<file path="src/hw/rtl/smcp_pkg.sv">
// Shared types and constants for the symbolic mode clause parser.
package smcp_pkg;

    localparam int QUEUE_DEPTH = 2;

    localparam logic [8:0]  UMASK_RESET = 9'o022;
    localparam logic [12:0] OCT_LIMIT   = 13'o7777;
    localparam logic [12:0] OCT_SAT     = 13'o10000;

    // Token kinds produced by the front classifier
    localparam logic [2:0] TK_END   = 3'd0;
    localparam logic [2:0] TK_COMMA = 3'd1;
    localparam logic [2:0] TK_DIGIT = 3'd2;
    localparam logic [2:0] TK_SEL   = 3'd3;
    localparam logic [2:0] TK_OP    = 3'd4;
    localparam logic [2:0] TK_PERM  = 3'd5;
    localparam logic [2:0] TK_BAD   = 3'd6;

    // Permission letter codes
    localparam logic [3:0] PM_R  = 4'd0;
    localparam logic [3:0] PM_W  = 4'd1;
    localparam logic [3:0] PM_X  = 4'd2;
    localparam logic [3:0] PM_S  = 4'd3;
    localparam logic [3:0] PM_T  = 4'd4;
    localparam logic [3:0] PM_XC = 4'd5;

    // Clause operations
    localparam logic [1:0] OP_ASSIGN = 2'd0;
    localparam logic [1:0] OP_ADD    = 2'd1;
    localparam logic [1:0] OP_REMOVE = 2'd2;

    // Class selector masks
    localparam logic [2:0] CL_USER  = 3'b100;
    localparam logic [2:0] CL_GROUP = 3'b010;
    localparam logic [2:0] CL_OTHER = 3'b001;
    localparam logic [2:0] CL_ALL   = 3'b111;

    typedef struct packed {
        logic [2:0] kind;
        logic [3:0] val;
    } t_tok;

endpackage

</file>
<file path="src/hw/rtl/smcp_front.sv">
// Front end: classifies each incoming character into a token.
module smcp_front
    import smcp_pkg::*;
(
    input  logic [7:0] i_ch,
    output t_tok       o_tok
);

    always_comb begin
        o_tok.kind = TK_BAD;
        o_tok.val  = 4'd0;
        if (i_ch >= 8'h30 && i_ch <= 8'h39) begin
            o_tok.kind = TK_DIGIT;
            o_tok.val  = i_ch[3:0];
        end else begin
            case (i_ch)
                8'h00: o_tok.kind = TK_END;
                8'h2c: o_tok.kind = TK_COMMA;
                8'h75: begin o_tok.kind = TK_SEL;  o_tok.val = {1'b0, CL_USER};   end
                8'h67: begin o_tok.kind = TK_SEL;  o_tok.val = {1'b0, CL_GROUP};  end
                8'h6f: begin o_tok.kind = TK_SEL;  o_tok.val = {1'b0, CL_OTHER};  end
                8'h61: begin o_tok.kind = TK_SEL;  o_tok.val = {1'b0, CL_ALL};    end
                8'h3d: begin o_tok.kind = TK_OP;   o_tok.val = {2'b0, OP_ASSIGN}; end
                8'h2b: begin o_tok.kind = TK_OP;   o_tok.val = {2'b0, OP_ADD};    end
                8'h2d: begin o_tok.kind = TK_OP;   o_tok.val = {2'b0, OP_REMOVE}; end
                8'h72: begin o_tok.kind = TK_PERM; o_tok.val = PM_R;  end
                8'h77: begin o_tok.kind = TK_PERM; o_tok.val = PM_W;  end
                8'h78: begin o_tok.kind = TK_PERM; o_tok.val = PM_X;  end
                8'h73: begin o_tok.kind = TK_PERM; o_tok.val = PM_S;  end
                8'h74: begin o_tok.kind = TK_PERM; o_tok.val = PM_T;  end
                8'h58: begin o_tok.kind = TK_PERM; o_tok.val = PM_XC; end
                default: o_tok.kind = TK_BAD;
            endcase
        end
    end

endmodule

</file>
<file path="src/hw/rtl/smcp_queue.sv">
// Token queue between the front classifier and the back parser.
module smcp_queue
    import smcp_pkg::*;
#(
    parameter int DEPTH = QUEUE_DEPTH
)
(
    input  logic i_clk,
    input  logic i_rst_n,
    input  logic i_push,
    input  t_tok i_tok,
    output logic o_full,
    input  logic i_pop,
    output logic o_nonempty,
    output t_tok o_tok
);

    localparam int IW = (DEPTH > 1) ? $clog2(DEPTH) : 1;
    localparam int CW = $clog2(DEPTH + 1);
    localparam logic [IW-1:0] LAST_IDX = IW'(DEPTH - 1);
    localparam logic [CW-1:0] FULL_CNT = CW'(DEPTH);

    t_tok          r_mem [DEPTH];
    logic [IW-1:0] r_wr_ptr, r_rd_ptr;
    logic [CW-1:0] r_count;

    assign o_full     = (r_count == FULL_CNT);
    assign o_nonempty = (r_count != '0);
    assign o_tok      = r_mem[r_rd_ptr];

    always_ff @(posedge i_clk) begin
        if (i_push) begin
            r_mem[r_wr_ptr] <= i_tok;
        end
    end

    always_ff @(posedge i_clk) begin
        if (!i_rst_n) begin
            r_wr_ptr <= '0;
            r_rd_ptr <= '0;
            r_count  <= '0;
        end else begin
            if (i_push) begin
                r_wr_ptr <= (r_wr_ptr == LAST_IDX) ? '0 : r_wr_ptr + 1'b1;
            end
            if (i_pop) begin
                r_rd_ptr <= (r_rd_ptr == LAST_IDX) ? '0 : r_rd_ptr + 1'b1;
            end
            if (i_push && !i_pop) begin
                r_count <= r_count + 1'b1;
            end else if (!i_push && i_pop) begin
                r_count <= r_count - 1'b1;
            end
        end
    end

`ifndef ASSERT_OFF
    a_count_bound: assert property (@(posedge i_clk) disable iff (!i_rst_n)
        r_count <= FULL_CNT)
        else $error("queue count above depth");
    a_no_overflow: assert property (@(posedge i_clk) disable iff (!i_rst_n)
        o_full |-> !i_push)
        else $error("push into full queue");
    a_no_underflow: assert property (@(posedge i_clk) disable iff (!i_rst_n)
        !o_nonempty |-> !i_pop)
        else $error("pop from empty queue");
`endif

endmodule

</file>
<file path="src/hw/rtl/smcp_back.sv">
// Back end: clause state machine, umask register and result register.
module smcp_back
    import smcp_pkg::*;
(
    input  logic        i_clk,
    input  logic        i_rst_n,
    input  logic        i_cfg_wr_en,
    input  logic [8:0]  i_cfg_wr_data,
    input  logic        i_tok_valid,
    input  t_tok        i_tok,
    output logic        o_tok_pop,
    output logic [11:0] o_mode_bits,
    output logic [1:0]  o_operation,
    output logic        o_cond_exec,
    output logic        o_status,
    output logic        o_last,
    output logic        o_out_valid,
    input  logic        i_out_ready
);

    localparam logic [1:0] PH_START = 2'd0;
    localparam logic [1:0] PH_OCTAL = 2'd1;
    localparam logic [1:0] PH_SEL   = 2'd2;
    localparam logic [1:0] PH_PERM  = 2'd3;

    logic [8:0]  r_umask;
    logic [1:0]  r_phase,   n_phase;
    logic [2:0]  r_class,   n_class;
    logic [1:0]  r_op,      n_op;
    logic [2:0]  r_perm,    n_perm;
    logic [2:0]  r_special, n_special;
    logic        r_xcond,   n_xcond;
    logic        r_mask,    n_mask;
    logic [12:0] r_octal,   n_octal;
    logic        r_err,     n_err;

    logic        r_out_valid, n_out_valid;
    logic [11:0] r_out_mode,  n_out_mode;
    logic [1:0]  r_out_op,    n_out_op;
    logic        r_out_cx,    n_out_cx;
    logic        r_out_st,    n_out_st;
    logic        r_out_last,  n_out_last;

    logic        fin_bad;
    logic [11:0] fin_mode;
    logic [1:0]  fin_op;
    logic        fin_cx;
    logic [2:0]  fin_p, fin_sp;
    logic [15:0] oct_next;

    assign o_tok_pop = i_tok_valid && (!r_out_valid || i_out_ready);

    // Clause result from the current state
    always_comb begin
        fin_bad  = r_err;
        fin_mode = 12'd0;
        fin_op   = OP_ASSIGN;
        fin_cx   = 1'b0;
        fin_p    = r_perm;
        fin_sp   = r_special;
        if (!r_err) begin
            case (r_phase)
                PH_OCTAL: begin
                    if (r_octal > OCT_LIMIT) begin
                        fin_bad = 1'b1;
                    end else begin
                        fin_mode = r_octal[11:0];
                    end
                end
                PH_PERM: begin
                    fin_op = r_op;
                    // Empty assign turns into removal of everything in the classes
                    if (r_perm == 3'd0 && r_special == 3'd0 && r_op == OP_ASSIGN) begin
                        fin_op = OP_REMOVE;
                        fin_p  = 3'b111;
                        fin_sp = r_class;
                    end
                    fin_mode = {fin_sp,
                                r_class[2] ? fin_p : 3'd0,
                                r_class[1] ? fin_p : 3'd0,
                                r_class[0] ? fin_p : 3'd0};
                    if (r_mask) begin
                        fin_mode = fin_mode & ~{3'd0, r_umask};
                    end
                    fin_cx = r_xcond;
                end
                default: fin_bad = 1'b1;
            endcase
        end
        if (fin_bad) begin
            fin_mode = 12'd0;
            fin_op   = OP_ASSIGN;
            fin_cx   = 1'b0;
        end
    end

    assign oct_next = {r_octal, 3'd0} + {12'd0, i_tok.val};

    always_comb begin
        n_phase     = r_phase;
        n_class     = r_class;
        n_op        = r_op;
        n_perm      = r_perm;
        n_special   = r_special;
        n_xcond     = r_xcond;
        n_mask      = r_mask;
        n_octal     = r_octal;
        n_err       = r_err;
        n_out_valid = r_out_valid && !i_out_ready;
        n_out_mode  = r_out_mode;
        n_out_op    = r_out_op;
        n_out_cx    = r_out_cx;
        n_out_st    = r_out_st;
        n_out_last  = r_out_last;
        if (o_tok_pop) begin
            if (i_tok.kind == TK_END || i_tok.kind == TK_COMMA) begin
                n_out_valid = 1'b1;
                n_out_mode  = fin_mode;
                n_out_op    = fin_op;
                n_out_cx    = fin_cx;
                n_out_st    = fin_bad;
                n_out_last  = (i_tok.kind == TK_END);
                n_phase     = PH_START;
                n_class     = 3'd0;
                n_op        = OP_ASSIGN;
                n_perm      = 3'd0;
                n_special   = 3'd0;
                n_xcond     = 1'b0;
                n_mask      = 1'b0;
                n_octal     = 13'd0;
                n_err       = (i_tok.kind == TK_END) ? 1'b0 : fin_bad;
            end else if (!r_err) begin
                if (r_phase == PH_OCTAL) begin
                    if (i_tok.kind == TK_DIGIT && i_tok.val <= 4'd7) begin
                        // saturate so the limit check still sees an overflow
                        n_octal = (oct_next > {3'd0, OCT_SAT}) ? OCT_SAT : oct_next[12:0];
                    end else begin
                        n_err = 1'b1;
                    end
                end else begin
                    case (i_tok.kind)
                        TK_DIGIT: begin
                            if (r_phase == PH_START && i_tok.val <= 4'd7) begin
                                n_phase = PH_OCTAL;
                                n_octal = {9'd0, i_tok.val};
                            end else begin
                                n_err = 1'b1;
                            end
                        end
                        TK_SEL: begin
                            if (r_phase == PH_PERM) begin
                                n_err = 1'b1;
                            end else begin
                                n_phase = PH_SEL;
                                n_class = r_class | i_tok.val[2:0];
                            end
                        end
                        TK_OP: begin
                            if (r_phase == PH_PERM) begin
                                n_err = 1'b1;
                            end else begin
                                if (r_phase == PH_START) begin
                                    n_class = CL_ALL;
                                    n_mask  = 1'b1;
                                end
                                n_op    = i_tok.val[1:0];
                                n_phase = PH_PERM;
                            end
                        end
                        TK_PERM: begin
                            if (r_phase != PH_PERM) begin
                                n_err = 1'b1;
                            end else begin
                                case (i_tok.val)
                                    PM_R:    n_perm    = r_perm | 3'b100;
                                    PM_W:    n_perm    = r_perm | 3'b010;
                                    PM_X:    n_perm    = r_perm | 3'b001;
                                    PM_T:    n_special = r_special | 3'b001;
                                    PM_XC:   n_xcond   = 1'b1;
                                    PM_S:    n_special = r_special | (r_class & 3'b110);
                                    default: n_err     = 1'b1;
                                endcase
                            end
                        end
                        default: n_err = 1'b1;
                    endcase
                end
            end
        end
    end

    always_ff @(posedge i_clk) begin
        if (!i_rst_n) begin
            r_umask     <= UMASK_RESET;
            r_phase     <= PH_START;
            r_class     <= 3'd0;
            r_op        <= OP_ASSIGN;
            r_perm      <= 3'd0;
            r_special   <= 3'd0;
            r_xcond     <= 1'b0;
            r_mask      <= 1'b0;
            r_octal     <= 13'd0;
            r_err       <= 1'b0;
            r_out_valid <= 1'b0;
        end else begin
            if (i_cfg_wr_en) begin
                r_umask <= i_cfg_wr_data;
            end
            r_phase     <= n_phase;
            r_class     <= n_class;
            r_op        <= n_op;
            r_perm      <= n_perm;
            r_special   <= n_special;
            r_xcond     <= n_xcond;
            r_mask      <= n_mask;
            r_octal     <= n_octal;
            r_err       <= n_err;
            r_out_valid <= n_out_valid;
        end
    end

    always_ff @(posedge i_clk) begin
        r_out_mode <= n_out_mode;
        r_out_op   <= n_out_op;
        r_out_cx   <= n_out_cx;
        r_out_st   <= n_out_st;
        r_out_last <= n_out_last;
    end

    assign o_out_valid = r_out_valid;
    assign o_mode_bits = r_out_mode;
    assign o_operation = r_out_op;
    assign o_cond_exec = r_out_cx;
    assign o_status    = r_out_st;
    assign o_last      = r_out_last;

`ifndef ASSERT_OFF
    a_bad_zeroed: assert property (@(posedge i_clk) disable iff (!i_rst_n)
        (r_out_valid && r_out_st) |->
            (r_out_mode == 12'd0 && r_out_op == OP_ASSIGN && !r_out_cx))
        else $error("invalid clause carries nonzero fields");
    a_op_range: assert property (@(posedge i_clk) disable iff (!i_rst_n)
        r_out_valid |-> (r_out_op != 2'd3))
        else $error("undefined operation code");
    a_octal_sat: assert property (@(posedge i_clk) disable iff (!i_rst_n)
        r_octal <= OCT_SAT)
        else $error("octal accumulator above saturation");
    a_err_cleared_at_end: assert property (@(posedge i_clk) disable iff (!i_rst_n)
        (o_tok_pop && i_tok.kind == TK_END) |=> (!r_err && r_phase == PH_START))
        else $error("string end did not clear clause state");
`endif

endmodule

</file>
<file path="src/hw/rtl/symbolic_mode_clause_parser_top.sv">
// Top level of the symbolic mode clause parser.
//
//  channel  direction  handshake                  payload
//  in       input      i_in_valid / o_in_ready    i_ch
//  out      output     o_out_valid / i_out_ready  o_mode_bits o_operation o_cond_exec
//                                                 o_status o_last
//  cfg      input      i_cfg_wr_en                i_cfg_wr_data (umask)
//
// One character per cycle sustained while the output is not stalled; a character is
// classified by the front end into the token queue, and a back parser step then folds
// it into the clause state or, for a comma or the end, into the result register.
// The clause state machine in the back end sets the rate: one token per cycle unless the output stalls.
// Reset is synchronous and active low; it empties the queue, clears the clause
// state and loads the umask with 022. A stalled output blocks the back end and the
// queue then absorbs up to DEPTH characters before o_in_ready drops.
module symbolic_mode_clause_parser_top
    import smcp_pkg::*;
#(
    parameter int DEPTH = QUEUE_DEPTH
)
(
    input  logic        i_clk,
    input  logic        i_rst_n,
    input  logic        i_cfg_wr_en,
    input  logic [8:0]  i_cfg_wr_data,
    input  logic        i_in_valid,
    output logic        o_in_ready,
    input  logic [7:0]  i_ch,
    output logic        o_out_valid,
    input  logic        i_out_ready,
    output logic [11:0] o_mode_bits,
    output logic [1:0]  o_operation,
    output logic        o_cond_exec,
    output logic        o_status,
    output logic        o_last
);

    t_tok front_tok;
    t_tok queue_tok;
    logic queue_full;
    logic queue_nonempty;
    logic tok_pop;

    assign o_in_ready = !queue_full;

    smcp_front u_front (
        .i_ch  (i_ch),
        .o_tok (front_tok)
    );

    smcp_queue #(
        .DEPTH (DEPTH)
    ) u_queue (
        .i_clk      (i_clk),
        .i_rst_n    (i_rst_n),
        .i_push     (i_in_valid && !queue_full),
        .i_tok      (front_tok),
        .o_full     (queue_full),
        .i_pop      (tok_pop),
        .o_nonempty (queue_nonempty),
        .o_tok      (queue_tok)
    );

    smcp_back u_back (
        .i_clk         (i_clk),
        .i_rst_n       (i_rst_n),
        .i_cfg_wr_en   (i_cfg_wr_en),
        .i_cfg_wr_data (i_cfg_wr_data),
        .i_tok_valid   (queue_nonempty),
        .i_tok         (queue_tok),
        .o_tok_pop     (tok_pop),
        .o_mode_bits   (o_mode_bits),
        .o_operation   (o_operation),
        .o_cond_exec   (o_cond_exec),
        .o_status      (o_status),
        .o_last        (o_last),
        .o_out_valid   (o_out_valid),
        .i_out_ready   (i_out_ready)
    );

endmodule

</file>
<file path="config.mk">
export PLATFORM = sky130hd
export DESIGN_NAME = symbolic_mode_clause_parser_top
export DESIGN_NICKNAME = d
export VERILOG_FILES = /design/src/hw/rtl/smcp_pkg.sv /design/src/hw/rtl/smcp_front.sv /design/src/hw/rtl/smcp_queue.sv /design/src/hw/rtl/smcp_back.sv /design/src/hw/rtl/symbolic_mode_clause_parser_top.sv
export SDC_FILE = /design/constraint.sdc
export NUM_CORES = 1
export LEC_CHECK = 0
export BUFFER_PORTS_ARGS = -buffer_cell sky130_fd_sc_hd__clkbuf_2
export CAP_MARGIN = 10
export CORE_UTILIZATION = 53
export CTS_BUF_LIST = sky130_fd_sc_hd__clkbuf_4 sky130_fd_sc_hd__clkbuf_8 sky130_fd_sc_hd__clkbuf_16
export DETAILED_ROUTE_END_ITERATION = 10
export GPL_TIMING_DRIVEN = 0
export PLACE_DENSITY = 0.86
export SLEW_MARGIN = 20
export SYNTH_ARGS = -nofsm -noshare
export SYNTH_HDL_FRONTEND = slang
export SYNTH_SLANG_ARGS = --single-unit
export TNS_END_PERCENT = 20
</file>
<file path="constraint.sdc">
create_clock -name i_clk -period 2.85 [get_ports i_clk]
set_clock_uncertainty 0.05 [all_clocks]
set_input_delay 0.57 -clock i_clk [delete_from_list [all_inputs] [get_ports i_clk]]
set_output_delay 0.57 -clock i_clk [all_outputs]
set_load 0.05 [all_outputs]
</file>
# After elaboration in Yosys (flattened, before gate mapping)
# Memories as Yosys holds them, arrays and structs flattened. A register that Yosys moved wholly into a read port is not among the register bits.
# Index checks and enable logic that the tools add are counted.
# Widths: inputs -> output; s select.
dict set report word_totals {
  register_bits 60
  ramBits 14
  input_bits 22
  output_inout_bits 19
  elab_cells 231
  n_memories 1
}
# name depth width read_ports rd_ports_with_merged_regs write_ports line
set memory_table {}
lappend memory_table {u_queue.r_mem 2 7 1 1 1 smcp_queue.sv:23} ;# t_tok r_mem [DEPTH];
dict set report classes {
  add_sub_neg 5
  magnitude_cmp 5
  eq_ne 41
  mux 89
  bitwise_logic 5
  reduce_logical 62
}
# op n
set op_table {}
lappend op_table {{$mux 13} 7}
lappend op_table {{$eq 8x7->1 const B} 10}
lappend op_table {{$mux 3} 25}
lappend op_table {{$eq 8x6->1 const B} 4}
lappend op_table {{$mux 1} 31}
lappend op_table {{$mux 2} 14}
lappend op_table {{$mux 12} 2}
lappend op_table {{$pmux 12 s2} 1}
lappend op_table {{$reduce_and 8->1} 3}
lappend op_table {{$reduce_and 7->1} 3}
lappend op_table {{$reduce_bool 2->1} 10}
lappend op_table {{$pmux 3 s6} 1}
lappend op_table {{$reduce_and 6->1} 3}
lappend op_table {{$add 16x4->16} 1}
lappend op_table {{$gt 16x13->1 const B} 1}
lappend op_table {{$pmux 3 s5} 1}
lappend op_table {{$ne 2x1->1 const B} 7}
lappend op_table {{$gt 13x12->1 const B} 1}
lappend op_table {{$and 12x12->12} 1}
lappend op_table {{$ne 3x2->1 const B} 4}
lappend op_table {{$not 9->12} 1}
lappend op_table {{$pmux 3 s2} 2}
lappend op_table {{$reduce_bool 3->1} 4}
lappend op_table {{$reduce_or 3->1} 4}
lappend op_table {{other kinds (36)} 66}

# Logic depth before layout (Yosys ltp)
dict set report depth {
  word_depth 10
  ltp_mapped 11
  depth_no_buf 9
}

# Modules after synthesis
# From an unflattened synthesis, not the netlist that was laid out.
dict set report unflattened {
  hier_cells 431
  area_unflattened_um2 3946.3
}
# mod instances cells_each area_per_inst_um2 seq_area_each_um2
set modules_own_cells {}
lappend modules_own_cells {smcp_back 1 315 2796.4 1291.2}
lappend modules_own_cells {smcp_queue 1 44 725.7 520.5}
lappend modules_own_cells {smcp_front 1 70 414.1 0.0}
lappend modules_own_cells {symbolic_mode_clause_parser_top 1 2 10.0 0.0}

# Worst setup path before layout
# OpenSTA, ideal clock, no wires.
dict set report synth_path {
  kind {register -> register}
  startpoint {register (tool-made name)}
  endpoint {register u_back.r_octal[10]}
  setup_ns 0.069
  arrival_ns 3.054
  required_ns 2.731
  slack_ns -0.323
  path_stages_with_launch 12
  path_buffers 2
  synth_period_minus_slack_ns 3.173
  path_cell_list {dfxtp_1 > buf_6 > mux2_2 > ha_1 > ha_1 > clkbuf_1 > xnor2_1 > nand2_1 > or4_1 > o41a_1 > or4_4 > o21ai_1}
}
# element line
set synth_rtl {}
lappend synth_rtl {{to (signal assigned)} smcp_back.sv:216} ;# r_octal <= n_octal;
lappend synth_rtl {{to (decl)} smcp_back.sv:34} ;# logic [12:0] r_octal, n_octal;

==> out/qor.txt <==
Maximum capacitance violations: 0
YS warnings: 0
Most common cell after layout, fill and taps aside: nor2_1
Data required, critical path: 3090 ps
Leakage: 1.685 nW
GPL Wtd Cong: 0.9874
Worst-path cell chain: buf_6 > mux2_4 > ha_4 > ha_4 > xnor2_4 > nand2_1 > or4_1 > o41a_1 > or4_4 > o21ai_2
Worst hold path type: input port to register
Gr usage total: 26.05%
Max-slew violations: 0
Die Wd: 88.63 um
Root Driver: clkbuf_8
RSZ-0062 raised after global routing: yes
Core area: 7253 um^2
Seq/Total Area, Yosys: 45.55%
Clk sinks: 75
Slack of the critical path: -57.59 ps
Initial cell density of the core: 54.84%
First drt pass iteration count: 5
Post-route ant nets: 0
DPL Wire Length: 7121 um
Crit-path max FO: 5
Pwr dens: 631.5 nW/um^2
Final period util: 102.0%
Clock latency on the worst-skew pair: 360 ps
Post-Syn Area: 3978 um^2
Most frequent cells in the layout: nor2_1 (62), dfxtp_1 (43), nand2_1 (41)
Crit path depth: 10
Antenna cells: 0
CTS tree: yes
Crit path DAT: 3150 ps
Buf/Inv on CP: 1
First-pass GRT wire length: 15270 um
WL final: 9493 um
Synth async-reset ratio: 0%
Share of cells above drive strength 1: 16.27%
Finish-stage setup viols: 6
WL met3: 832 um
Via density: 6.023
Syn Inst Count: 446
Chip Height: 88.63 um
Fmax: 0.3439 GHz
Worst Reg-to-Reg Cells: 10
WL met2: 4144 um
Number of global-route vias before repair: 3106
Hold Path Depth: 3
Fillers: 616
Design Power: 2.887 mW
Most common cell on crit path: ha_4
1st-iter DRT viols: 584
Synthesis-stage register bit count: 75
Status: complete, but fails checks
Worst vdd rail ir drop: 0.4420 mV
Total number of H-tree levels: 3
Largest net degree at the start of global routing: 20
Crit path max-delay family: simple AND/OR/NAND/NOR gates
CTS clk-pin slew, worst paths: 80 ps
Failing checks: negative setup slack
Setup tns final: -190.2 ps
CTS buffer count: 9
Synth Area per Inst: 8.918 um^2
Area Overhead vs Synth: 14.91%
IO Count: 41
Initial antenna violation count: 0
Worst Tran Pin Value: 895.3 ps
Wirelength per Cell: 15.74 um
Startpoint types: register
Max stage delay on crit path: 490 ps
Crit path kind: register to register
DRC: 0
Die area: 7855 um^2
Via count: 3632
Post-synth EDFFs: 31
Grt total ovfl: 0
Max-Slew Margin vs Limit: 40.13%
CTS Buffer Depth: 2
Fin. Hold Viols: 0
Slowest-stage cell, CP: or4_4
Cts hold-fix bufs: 0
Cell variety after synth: 59
R2R setup slack: -60 ps
Top_reg_cell synth: dfxtp_1
Final Critical Period: 2908 ps
Num rows: 31
Top Layer Used: met4
Port-buffer cells: 38
Wire length on met1: 4266 um
Nets@finish: 524
CP Capture Type: register
Syn Nets: 471
==> worst reg2reg max path, delay by kind of cell, from the launching register on <==
| family | cells | cell delay, ps |
|---|---|---|
| adder cells (fa/ha/maj) | 2 | 360 |
| XOR/XNOR | 1 | 160 |
| AO/OA/AOI/OAI | 2 | 520 |
| buffers and inverters | 1 | 110 |
| flip-flops | 1 | 360 |
| multiplexers | 1 | 330 |
| AND/OR/NAND/NOR | 3 | 970 |
==> cell type report <==
type	instances	area (um^2)	area share, %
inverter	10	41.29	0.9034
sequential	75	1813	39.67
clock inverter	6	38.79	0.8486
timing repair buffer	43	227.7	4.982
tap	99	123.9	2.710
clock buffer	10	131.4	2.874
buffer	26	106.4	2.327
multi-input combinational	334	2088	45.69
==> worst paths after layout <==
| kind | startpoint | end |
|---|---|---|
| min | i_cfg_wr_data[1] | u_back.r_umask[1] |
| min reg2reg | u_back.r_octal[5] | u_back.r_octal[5] |
| max reg2reg | register | u_back.r_octal[6] |
| max | register | u_back.r_octal[6] |
==> flip-flops by register name, indices dropped and copies added (netlist names), 2 cells and up, named ones only <==
name,count
u_queue.r_count,2
u_back.o_operation,2
u_back.r_op,2
u_queue.r_mem,14
u_back.r_class,3
u_back.r_octal,13
u_back.r_special,3
u_back.r_phase,2
u_back.o_mode_bits,12
u_back.r_perm,3
u_back.r_umask,9
==> per-stage QoR <==
step | utilization, % | hold slack, ps | instances | area [um^2] | setup slack [ps]
floorplan | - | 378.7 | 446 | 4030 | -10.83
global placement | 59.89 | 409.6 | 583 | 4344 | -259.0
detailed placement | 59.89 | 425.9 | 583 | 4344 | -285.2
CTS | 62.84 | 361.4 | 603 | 4558 | -88.44
global route | 63.02 | 381.0 | 603 | 4571 | -118.8
finish | 63.02 | 368.2 | 603 | 4571 | -57.59
==> Yosys cell counts, types with 8 or more instances <==
cell      count  area share (%)
nor3_1       10             1.3
a21oi_1      37             4.7
nor2_1       62             5.9
xor2_1        8             1.8
nor2b_1      10             1.6
nand2b_1      8             1.3
mux2i_1      13             3.3
nand2_1      41             3.9
nand3_1       9             1.1
o21ai_0      21             2.6
dfxtp_1      44              22
clkbuf_1     25             2.4
a211oi_1     10             1.9
edfxtp_1     31              23
inv_1        10            0.94
==> per-layer routing <==
metal | vias to the layer above | global-route usage, %
li1 | 1738 | -
met3 | 23 | 6.437
met2 | 192 | 38.39
met5 | - | 0
met1 | 1679 | 36.66
met4 | 0 | 10.56
==> logic make-up after synthesis <==
family,after synthesis,synth area share [%]
muxes,18,4.970
buffers and inverters,37,3.680
xor gates and xnor gates,13,2.863
DFF,75,45.55
AOI/OAI and AO/OA,121,20.23
adders and majority gates,3,0.9438
and+or+nand+nor,179,21.77
==> where the power goes <==
part           switching, mW  total [mW]  internal [mW]
Clock                  0.387       0.712          0.325
Sequential            0.0633        1.27           1.21
Combinational          0.571       0.903          0.332
==> timing repair <==
item | 4_1_cts | 5_1_grt
gates resized for setup | 3 | 5
endpoints found under the hold margin | 0 | 0
pin swaps | 2 | 1
buffers inserted | 5 | 0
endpoints found under the setup margin | 10 | 14
Note: power is estimated with default switching activity, not from simulation.
